File: src/hw/rtl/rans_pkg.sv
// Shared types and constants for the rANS symbol encoder.
// Used by rans_ctrl, rans_dp, the top level and the checker; no dependencies.
package rans_pkg;

  localparam int unsigned STATE_W  = 64;
  localparam int unsigned HALF_W   = 32;
  localparam int unsigned FREQ_W   = 17;
  localparam int unsigned LR_W     = 5;
  localparam int unsigned SYM_W    = 8;
  localparam int unsigned TBL_DEPTH = 256;
  localparam int unsigned TBL_AW   = $clog2(TBL_DEPTH);
  localparam int unsigned LIM_W    = HALF_W + FREQ_W;

  // Coder state after reset and after a flush.
  localparam logic [HALF_W-1:0] ANS_TOP = 32'd8388608;

  localparam logic [LR_W-1:0] LR_RESET = 5'd12;
  localparam logic [LR_W-1:0] LR_MIN   = 5'd8;
  localparam logic [LR_W-1:0] LR_MAX   = 5'd16;

  // Radix-2 divider: one quotient bit per cycle.
  localparam int unsigned DIV_STEPS = STATE_W;
  localparam int unsigned DIV_CW    = $clog2(DIV_STEPS);

  // Item modes.
  localparam logic [1:0] MODE_LOAD   = 2'd0;
  localparam logic [1:0] MODE_ENCODE = 2'd1;
  localparam logic [1:0] MODE_FLUSH  = 2'd2;

  // Commands from the controller to the datapath.
  typedef struct packed {
    logic tbl_wr;        // write both table entries
    logic tbl_rd;        // read the symbol's entry
    logic lim_load;      // hold freq, cum and the renormalization limit
    logic renorm_emit;   // emit the low word and shift the state
    logic div_start;     // load the divider
    logic div_step;      // advance the divider by one bit
    logic state_update;  // write the new coder state
    logic flush_emit;    // emit the final state and return to ANS_TOP
  } cmd_t;

  // Status from the datapath to the controller.
  typedef struct packed {
    logic freq_zero;
    logic renorm_need;
    logic out_full;
    logic div_last;
  } sts_t;

endpackage

File: src/hw/rtl/rans_ctrl.sv
// Controller of the rANS symbol encoder: sequences load, encode and flush items.
// Depends on rans_pkg for the mode codes and the command/status structs.
module rans_ctrl
  import rans_pkg::*;
(
  input  logic       clk,
  input  logic       rst,
  input  logic       in_valid,
  output logic       in_ready,
  input  logic [1:0] mode,
  input  sts_t       sts,
  output cmd_t       cmd
);

  typedef enum logic [2:0] {
    S_IDLE,
    S_LOOKUP,
    S_RENORM,
    S_DIVIDE,
    S_UPDATE,
    S_FLUSH
  } state_t;

  state_t state;
  state_t state_next;

  assign in_ready = (state == S_IDLE);

  always_comb begin
    state_next = state;
    cmd        = '0;
    case (state)
      S_IDLE: begin
        if (in_valid) begin
          case (mode)
            MODE_LOAD: cmd.tbl_wr = 1'b1;
            MODE_ENCODE: begin
              cmd.tbl_rd = 1'b1;
              state_next = S_LOOKUP;
            end
            MODE_FLUSH: state_next = S_FLUSH;
            default: ;  // unused mode: drop the item
          endcase
        end
      end
      S_LOOKUP: begin
        if (sts.freq_zero) begin
          state_next = S_IDLE;
        end else begin
          cmd.lim_load = 1'b1;
          state_next   = S_RENORM;
        end
      end
      S_RENORM: begin
        if (sts.renorm_need) begin
          if (!sts.out_full) begin
            cmd.renorm_emit = 1'b1;
            cmd.div_start   = 1'b1;
            state_next      = S_DIVIDE;
          end
        end else begin
          cmd.div_start = 1'b1;
          state_next    = S_DIVIDE;
        end
      end
      S_DIVIDE: begin
        cmd.div_step = 1'b1;
        if (sts.div_last) begin
          state_next = S_UPDATE;
        end
      end
      S_UPDATE: begin
        cmd.state_update = 1'b1;
        state_next       = S_IDLE;
      end
      S_FLUSH: begin
        if (!sts.out_full) begin
          cmd.flush_emit = 1'b1;
          state_next     = S_IDLE;
        end
      end
      default: state_next = S_IDLE;
    endcase
  end

  always_ff @(posedge clk) begin
    if (rst) begin
      state <= S_IDLE;
    end else begin
      state <= state_next;
    end
  end

endmodule

File: config.mk
export PLATFORM = sky130hd
export DESIGN_NAME = rans_ctrl
export DESIGN_NICKNAME = d
export VERILOG_FILES = /design/src/hw/rtl/rans_pkg.sv /design/src/hw/rtl/rans_ctrl.sv
export SDC_FILE = /design/constraint.sdc
export NUM_CORES = 1
export LEC_CHECK = 0
export ABC_AREA = 1
export BUFFER_PORTS_ARGS = -buffer_cell sky130_fd_sc_hd__buf_4
export CAP_MARGIN = 20
export CELL_PAD_IN_SITES_DETAIL_PLACEMENT = 1
export CELL_PAD_IN_SITES_GLOBAL_PLACEMENT = 2
export CORE_MARGIN = 4
export CORE_UTILIZATION = 17
export DETAILED_ROUTE_END_ITERATION = 16
export PLACE_DENSITY_LB_ADDON = 0.1
export SLEW_MARGIN = 20
export SYNTH_ARGS = -nofsm -noshare
export SYNTH_HDL_FRONTEND = slang
export SYNTH_SLANG_ARGS = --single-unit
File: constraint.sdc
create_clock -name clk -period 2.5 [get_ports clk]
set_clock_uncertainty 0.05 [all_clocks]
set_input_delay 0.375 -clock clk [delete_from_list [all_inputs] [get_ports clk]]
set_output_delay 0.375 -clock clk [all_outputs]
set_load 0.03 [all_outputs]
==> results of run 1 <==
[report_power, final]
part	switching [mW]	internal, mW
clock network	0.0270	0.0599
registers	0.0263	0.0667
logic	0.189	0.0992
total	0.242	0.226
[final timing paths]
| path | from | to | slack (ns) | cells past startpoint |
|---|---|---|---|---|
| setup / recovery | state[0]$_SDFFE_PP0P_ | cmd[7] | 0.67 | 6 |
| hold / removal | rst | state[1]$_SDFFE_PP0P_ | 0.25 | 2 |
| setup reg to reg | state[0]$_SDFFE_PP0P_ | state[2]$_SDFFE_PP0P_ | 1.17 | 8 |
| hold reg to reg | state[0]$_SDFFE_PP0P_ | state[0]$_SDFFE_PP0P_ | 0.54 | 2 |
[Yosys cell counts (all sizes together)]
library cell / n
a21oi: 2
o22ai: 1
nand2: 14
nor2: 7
nand4: 1
nand3: 2
nor3: 2
dfxtp: 3
inv: 10
nor4: 3
a211oi: 1
[cell type report]
cell class	count	area, um^2
clock buffer	4	26.3
tap	15	18.8
inverter	10	37.5
fill	188	936
sequential	3	60.1
multi-input combinational	33	160
timing repair buffer	17	128
[cell usage in the layout, fill, tap and decap left out, drive strengths merged]
cell / instances
buf: 17
nand2: 14
inv: 10
nor2: 7
clkbuf: 4
nor4: 3
dfxtp: 3
nor3: 2
a21oi: 2
nand3: 2
a211oi: 1
o22ai: 1
nand4: 1
[cells by family after synthesis]
kind of cell / synth area share [%]
buf+inv: 14.6
simple gates: 52.9
flops: 23.3
compound gates: 9.23
[routing by layer]
layer | share of wire [%] | global-route usage (%) | vias to the layer above
met2 | 43 | 12.5 | 12
li1 | - | - | 189
met3 | 7.7 | 1.15 | 2
met5 | 0 | 0 | -
met4 | 2.5 | 8.29 | 0
met1 | 47 | 11.8 | 146
[through the flow]
stage	worst slack (ns)	instances
floorplan	0.233	46
global placement	0.907	78
detailed placement	0.936	78
CTS	0.663	82
global route	0.525	82
finish	0.674	82
==> flow_summary.json, run 1 <==
{
  "status": "completed",
  "ios": 18,
  "cts_sinks": 3,
  "port_buffers": 17,
  "hold_viol_final": 0,
  "period_minus_slack_ns": 1.83,
  "end_kind": "primary output",
  "reg_top3": "state: 3 flops",
  "peakVddDrop_mv": 0.317,
  "die_area_um2": 2200,
  "ys_warn_count": 0,
  "cp_cell_sequence": "inv_1, nand2_2, nor2_2, inv_1, nor4_1, buf_4",
  "worst_pin_slew_ns": 0.326,
  "synth_cells": 46,
  "cpLargestDelayFamily": "buffers and inverters",
  "overflow": 0,
  "finalSetupTns_ns": 0,
  "cts_setup_buffers": 0,
  "largest_reg_flops": 3,
  "slowest_stage": "dfxtp_1",
  "drc": 0,
  "grt_max_degree": 7,
  "hold_path_class": "input pin to flip-flop",
  "htreeDepth": 1,
  "fp-row-count": 13,
  "yosysSeqAreaShare_pct": 23.3,
  "largest-register": "state",
  "core_um2": 1370,
  "cp.arrival_ns": 1.40,
  "grt_pass1_vias": 339,
  "grt_usage_pct": 8.98,
  "fin_nets": 77,
  "startpoint_type": "flip-flop",
  "routabilityCongestion": 0.707,
  "chipWidth_um": 46.9,
  "ctsHoldBuffers": 0,
  "vias": 349,
  "final_util_pct": 31.5,
  "first_pass_iters": 3,
  "crit_path_max_incr_delay_ns": 0.33,
  "cts_tree": "yes",
  "power_density_nw_per_um2": 1090,
  "cts_root_buffer": "clkbuf_4",
  "cts_buffers": 3,
  "synth.net_count": 55,
  "maxCapViolCount": 0,
  "power_mw": 0.468,
  "ys_ff_latch": 3,
  "clk_pin_slew_ns": 0.04,
  "synth_top_area_cell": "dfxtp_1",
  "insertion_delay_ns": 0.23,
  "critPathKind": "flip-flop to primary output",
  "dp_hpwl_um": 741,
  "drt_iter0_drc": 5,
  "period_share_pct": 73.0,
  "synth_top_area_share_pct": 23.3,
  "power.leakage_nw": 0.237,
  "cp_data_required_time_ns": 2.08,
  "antenna_found_initial": 0,
  "avgSynthCellArea_um2": 5.60,
  "layout-drive-gt1-share_pct": 38.8,
  "vias_per_cell": 4.26,
  "slew_headroom_pct": 78.1,
  "dpl-instance-area_um2": 404,
  "cts_resized": 0,
  "ant_nets": 0,
  "rsz0062_at_grt": "false",
  "synth_cell_types": 15,
  "area_delta_synth_final_pct": 67.0,
  "synthTopCellsByArea": "dfxtp_1, nand2_1, inv_1",
  "cp.buffers_inverters": 3,
  "fmax_ghz": 0.548,
  "grt_pass1_wl_mm": 1.35,
  "syn-cell-area_um2": 258,
  "antenna_cells": 0,
  "wl_um": 869,
  "cp_common_cell": "inv_1",
  "worstPathMaxFanout": 4,
  "timing.final.max_slew_violations": 0,
  "finalInstanceArea_um2": 430,
  "clk_path_buf_depth": 2,
  "finalSetupViolCount": 0,
  "wl_per_cell_um": 10.6,
  "worst_hold_slack_ns": 0.248,
  "initial_core_util_pct": 18.9,
  "die_h_um": 46.9
}
Power figures use the tool's default switching activity.
==> run 2, diff against run 1 <==
CORE_UTILIZATION = 14   (was 17)
clock period = 1.5 ns   (was 2.5 ns; I/O delays follow)
==> flow_summary.json, run 2 (synthesized netlist as in run 1, its figures left out) <==
{
  "antenna_cells": 0,
  "power_density_nw_per_um2": 1780,
  "ios": 18,
  "finalSetupTns_ns": 0,
  "cpLargestDelayFamily": "simple AND/OR/NAND/NOR gates",
  "wl_mm": 1.03,
  "ant_nets": 0,
  "grt_pass1_vias": 436,
  "end_kind": "primary output",
  "antenna_found_initial": 0,
  "port_buffers": 17,
  "rsz0062_at_grt": "true",
  "htreeDepth": 1,
  "fin_nets": 83,
  "cts_tree": "yes",
  "die_area_um2": 2590,
  "grt_usage_pct": 9.05,
  "stdcell_count": 98,
  "initial_core_util_pct": 14.9,
  "fp-row-count": 15,
  "grt_pass1_wl_mm": 1.79,
  "peakVddDrop_mv": 0.424,
  "crit_path_max_incr_delay_ns": 0.33,
  "fin_ws_ns": 0.0115,
  "grt_max_degree": 7,
  "timing.final.max_slew_violations": 0,
  "place_ws_ns": 0.0381,
  "cts_buffers": 3,
  "worst_hold_slack_ns": 0.114,
  "overflow": 0,
  "cts_sinks": 3,
  "ctsHoldBuffers": 0,
  "period_share_pct": 99.2,
  "maxCapViolCount": 0,
  "layout-drive-gt1-share_pct": 60.3,
  "status": "completed",
  "cp.arrival_ns": 1.21,
  "startpoint_type": "flip-flop",
  "core_um2": 1730,
  "final_cell_mix": "buf_4, nand2_1, inv_2, inv_1, nor2_1",
  "clk_path_buf_depth": 2,
  "finalSetupViolCount": 0,
  "critPathKind": "flip-flop to primary output",
  "wl_per_cell_um": 10.5,
  "period_minus_slack_ns": 1.49,
  "drt_iter0_drc": 2,
  "clk_pin_slew_ns": 0.04,
  "largest-register": "state",
  "cts_root_buffer": "clkbuf_4",
  "routabilityCongestion": 0.718,
  "fill_cells": 227,
  "worstPathMaxFanout": 4,
  "dpl.cell_count": 91,
  "dpl-instance-area_um2": 488,
  "power.leakage_nw": 0.280,
  "dp_hpwl_um": 828,
  "layout_commonest_cell": "buf_4",
  "hold_viol_final": 0,
  "cp_common_cell": "inv_2",
  "final_util_pct": 33.8,
  "area_delta_synth_final_pct": 127,
  "cp.buffers_inverters": 3,
  "cp_data_required_time_ns": 1.22,
  "first_pass_iters": 2,
  "slowest_stage": "dfxtp_2",
  "die_h_um": 50.9,
  "drc": 0,
  "cp_cell_sequence": "inv_2, nand2_4, nor2_4, inv_2, nor4_4, buf_6",
  "fmax_ghz": 0.672,
  "insertion_delay_ns": 0.23,
  "power_mw": 1.04,
  "largest_reg_flops": 3,
  "reg_top3": "state: 3 flops",
  "worst_pin_slew_ns": 0.208,
  "finalInstanceArea_um2": 584,
  "chipWidth_um": 50.9,
  "hold_path_class": "input pin to flip-flop",
  "vias": 400,
  "slew_headroom_pct": 86.0,
  "vias_per_cell": 4.08
}
## run 2: final cells by class
type,count,area [um^2],share of cell area [%]
clock buffers,4,26.3,4.50
inverters,10,37.5,6.42
multi-input cells,33,239,40.9
flip-flops and latches,3,66.3,11.3
well taps,25,31.3,5.35
repair buffers,23,184,31.5
## run 2: report_power, final
| part | total (mW) | switching (mW) | leakage, nW | internal, mW |
|---|---|---|---|---|
| sequential | 0.162 | 0.0417 | 0.0261 | 0.120 |
| combinational | 0.738 | 0.440 | 0.239 | 0.298 |
| clock | 0.141 | 0.0410 | 0.0150 | 0.0996 |
## run 2: layer usage
| metal | up-vias | share of wire (%) | global-route usage (%) |
|---|---|---|---|
| li1 | 203 | - | - |
| met1 | 185 | 40 | 8.20 |
| met2 | 12 | 54 | 17.2 |
| met3 | 0 | 5.9 | 2.92 |
| met4 | 0 | 0 | 5.38 |
| met5 | - | 0 | 0 |
## run 2: repair_timing
item | in CTS | in global routing
endpoints found under the hold margin | 0 | 0
resized for setup | 9 | 6
pin swaps | 0 | 3
setup buffers | 1 | 2
endpoints found under the setup margin | 6 | 6
## run 2: worst paths after layout
| kind | start | to | slack [ns] | depth (start not counted) |
|---|---|---|---|---|
| max | state[0]$_SDFFE_PP0P_ | cmd[7] | 0.01 | 6 |
| min | rst | state[1]$_SDFFE_PP0P_ | 0.11 | 2 |
| max reg2reg | state[1]$_SDFFE_PP0P_ | state[2]$_SDFFE_PP0P_ | 0.29 | 9 |
| min reg2reg | state[0]$_SDFFE_PP0P_ | state[0]$_SDFFE_PP0P_ | 0.56 | 3 |
## run 2: worst register-to-register path, cell delays in order (launching register included)
cell and delay (ns):
dfxtp_4 0.41, nand2_1 0.11, nor2_2 0.11, nand2_1 0.08
nand2_1 0.08, inv_2 0.05, nand3_2 0.07, nand2_1 0.06
nand2_1 0.06, nor2_1 0.04
==> run 3, diff against run 2 <==
SETUP_SLACK_MARGIN = 0.3   (was unset)
==> flow_summary.json, run 3 (synthesized netlist as in run 1, its figures left out) <==
{
  "antenna_found_initial": 0,
  "power.leakage_nw": 0.370,
  "power_density_nw_per_um2": 1920,
  "final_cell_mix": "buf_4, buf_6, nand2_2",
  "chipWidth_um": 50.9,
  "cp_data_required_time_ns": 1.22,
  "maxCapViolCount": 0,
  "layout-drive-gt1-share_pct": 81.2,
  "end_kind": "primary output",
  "timing.final.max_slew_violations": 0,
  "initial_core_util_pct": 14.9,
  "routabilityCongestion": 0.676,
  "drt_iter0_drc": 1,
  "ios": 18,
  "cts_tree": "yes",
  "dpl-instance-area_um2": 489,
  "fmax_ghz": 0.652,
  "violations": "setup timing",
  "peakVddDrop_mv": 0.723,
  "dp_hpwl_um": 786,
  "critPathKind": "flip-flop to primary output",
  "grt_usage_pct": 9.11,
  "hold_path_depth": 2,
  "worstPathMaxFanout": 4,
  "largest_reg_flops": 3,
  "cts_sinks": 3,
  "r2r-start": "state[1]$_SDFFE_PP0P_",
  "slowest_stage": "dfxtp_4",
  "slew_headroom_pct": 83.0,
  "die_area_um2": 2590,
  "grt_max_degree": 7,
  "crit_path_max_incr_delay_ns": 0.34,
  "worst_hold_slack_ns": 0.102,
  "clk_pin_slew_ns": 0.03,
  "wl_mm": 1.29,
  "hold_path_startpoint": "rst",
  "min_to": "state[1]$_SDFFE_PP0P_",
  "grt_pass1_wl_mm": 1.79,
  "rr_worst_depth": 8,
  "status": "complete, but fails checks",
  "rsz0062_at_grt": "true",
  "reg_top3": "state: 3 flops",
  "final_util_pct": 45.7,
  "fill_cells": 213,
  "first_pass_iters": 3,
  "r2r_end": "state[2]$_SDFFE_PP0P_",
  "layout_commonest_cell": "buf_4",
  "area_delta_synth_final_pct": 206,
  "finalInstanceArea_um2": 790,
  "cp.arrival_ns": 1.26,
  "rrSetupSlack_ns": 0.17,
  "finalSetupViolCount": 1,
  "fin_nets": 95,
  "finalSetupTns_ns": -0.0335,
  "hold_viol_final": 0,
  "hold_path_class": "input pin to flip-flop",
  "antenna_cells": 0,
  "cp_cell_sequence": "inv_4, nand2_4, nor2_4, inv_4, buf_6, nor3_4, buf_6",
  "wl_per_cell_um": 11.7,
  "vias_per_cell": 4.11,
  "vias": 452,
  "clk_path_buf_depth": 2,
  "htreeDepth": 1,
  "die_h_um": 50.9,
  "grt_pass1_vias": 429,
  "worst_pin_slew_ns": 0.254,
  "power_mw": 1.52,
  "startpoint_type": "flip-flop",
  "cts_buffers": 3,
  "insertion_delay_ns": 0.23,
  "overflow": 0,
  "port_buffers": 17,
  "core_um2": 1730,
  "ant_nets": 0,
  "drc": 0,
  "cts_root_buffer": "clkbuf_4",
  "period_share_pct": 102,
  "fp-row-count": 15,
  "period_minus_slack_ns": 1.53,
  "largest-register": "state",
  "fin_ws_ns": -0.0335
}
-- run 3: changes by cell type in the layout (fill, tap and decap cells not counted), sizes merged --
| cell | before | now |
|---|---|---|
| buf | 23 | 35 |
-- run 3: per-stage QoR --
step	instances	setup slack, ns
2_1_floorplan	46	-0.0905
3_3_place_gp	88	0.0839
3_5_place_dp	88	0.0779
4_1_cts	105	-0.0239
5_1_grt	110	-0.0771
6_report	110	-0.0335
-- run 3: worst max-delay path: cells and delay by family (launching register included) --
| family | cells | cell delay [ns] |
|---|---|---|
| and+or+nand+nor | 3 | 0.30 |
| DFF | 1 | 0.34 |
| buffers and inverters | 4 | 0.37 |
-- run 3: how the worst max path moves through the flow --
stage,from,endpoint,cells after the start
6_report,state[2]$_SDFFE_PP0P_,cmd[6],7
2_1_floorplan,state[2]$_SDFFE_PP0P_,cmd[7],5
4_1_cts,state[2]$_SDFFE_PP0P_,cmd[6],7
3_3_place_gp,state[0]$_SDFFE_PP0P_,cmd[7],6
5_1_grt,state[2]$_SDFFE_PP0P_,cmd[6],7
3_5_place_dp,state[2]$_SDFFE_PP0P_,cmd[7],6
-- run 3: routing by layer --
layer | GRT usage (%) | vias to the layer above | wire, um
li1 | - | 226 | -
met1 | 10.1 | 219 | 537
met2 | 16.3 | 7 | 709
met3 | 1.17 | 0 | 44
met4 | 5.38 | 0 | 0
met5 | 0 | - | 0
-- run 3: cell type report --
cell class,count,area (um^2),share of cell area (%)
multi-input combinational,33,308,39.0
timing repair buffer,35,308,39.0
sequential,3,71.3,9.03
inverter,10,45.0,5.71
tap,25,31.3,3.96
clock buffer,4,26.3,3.33
-- run 3: where the power goes --
part           internal, mW  switching, mW
clock network        0.0994         0.0380
registers             0.129         0.0536
logic                 0.599          0.598
-- run 3: timing repair --
item	in CTS	in global routing
endpoints found under the setup margin	11	12
resized for setup	19	17
gates cloned	0	0
pin swaps	7	9
hold buffers	0	0
hold endpoints to repair	0	0
setup buffers	13	5
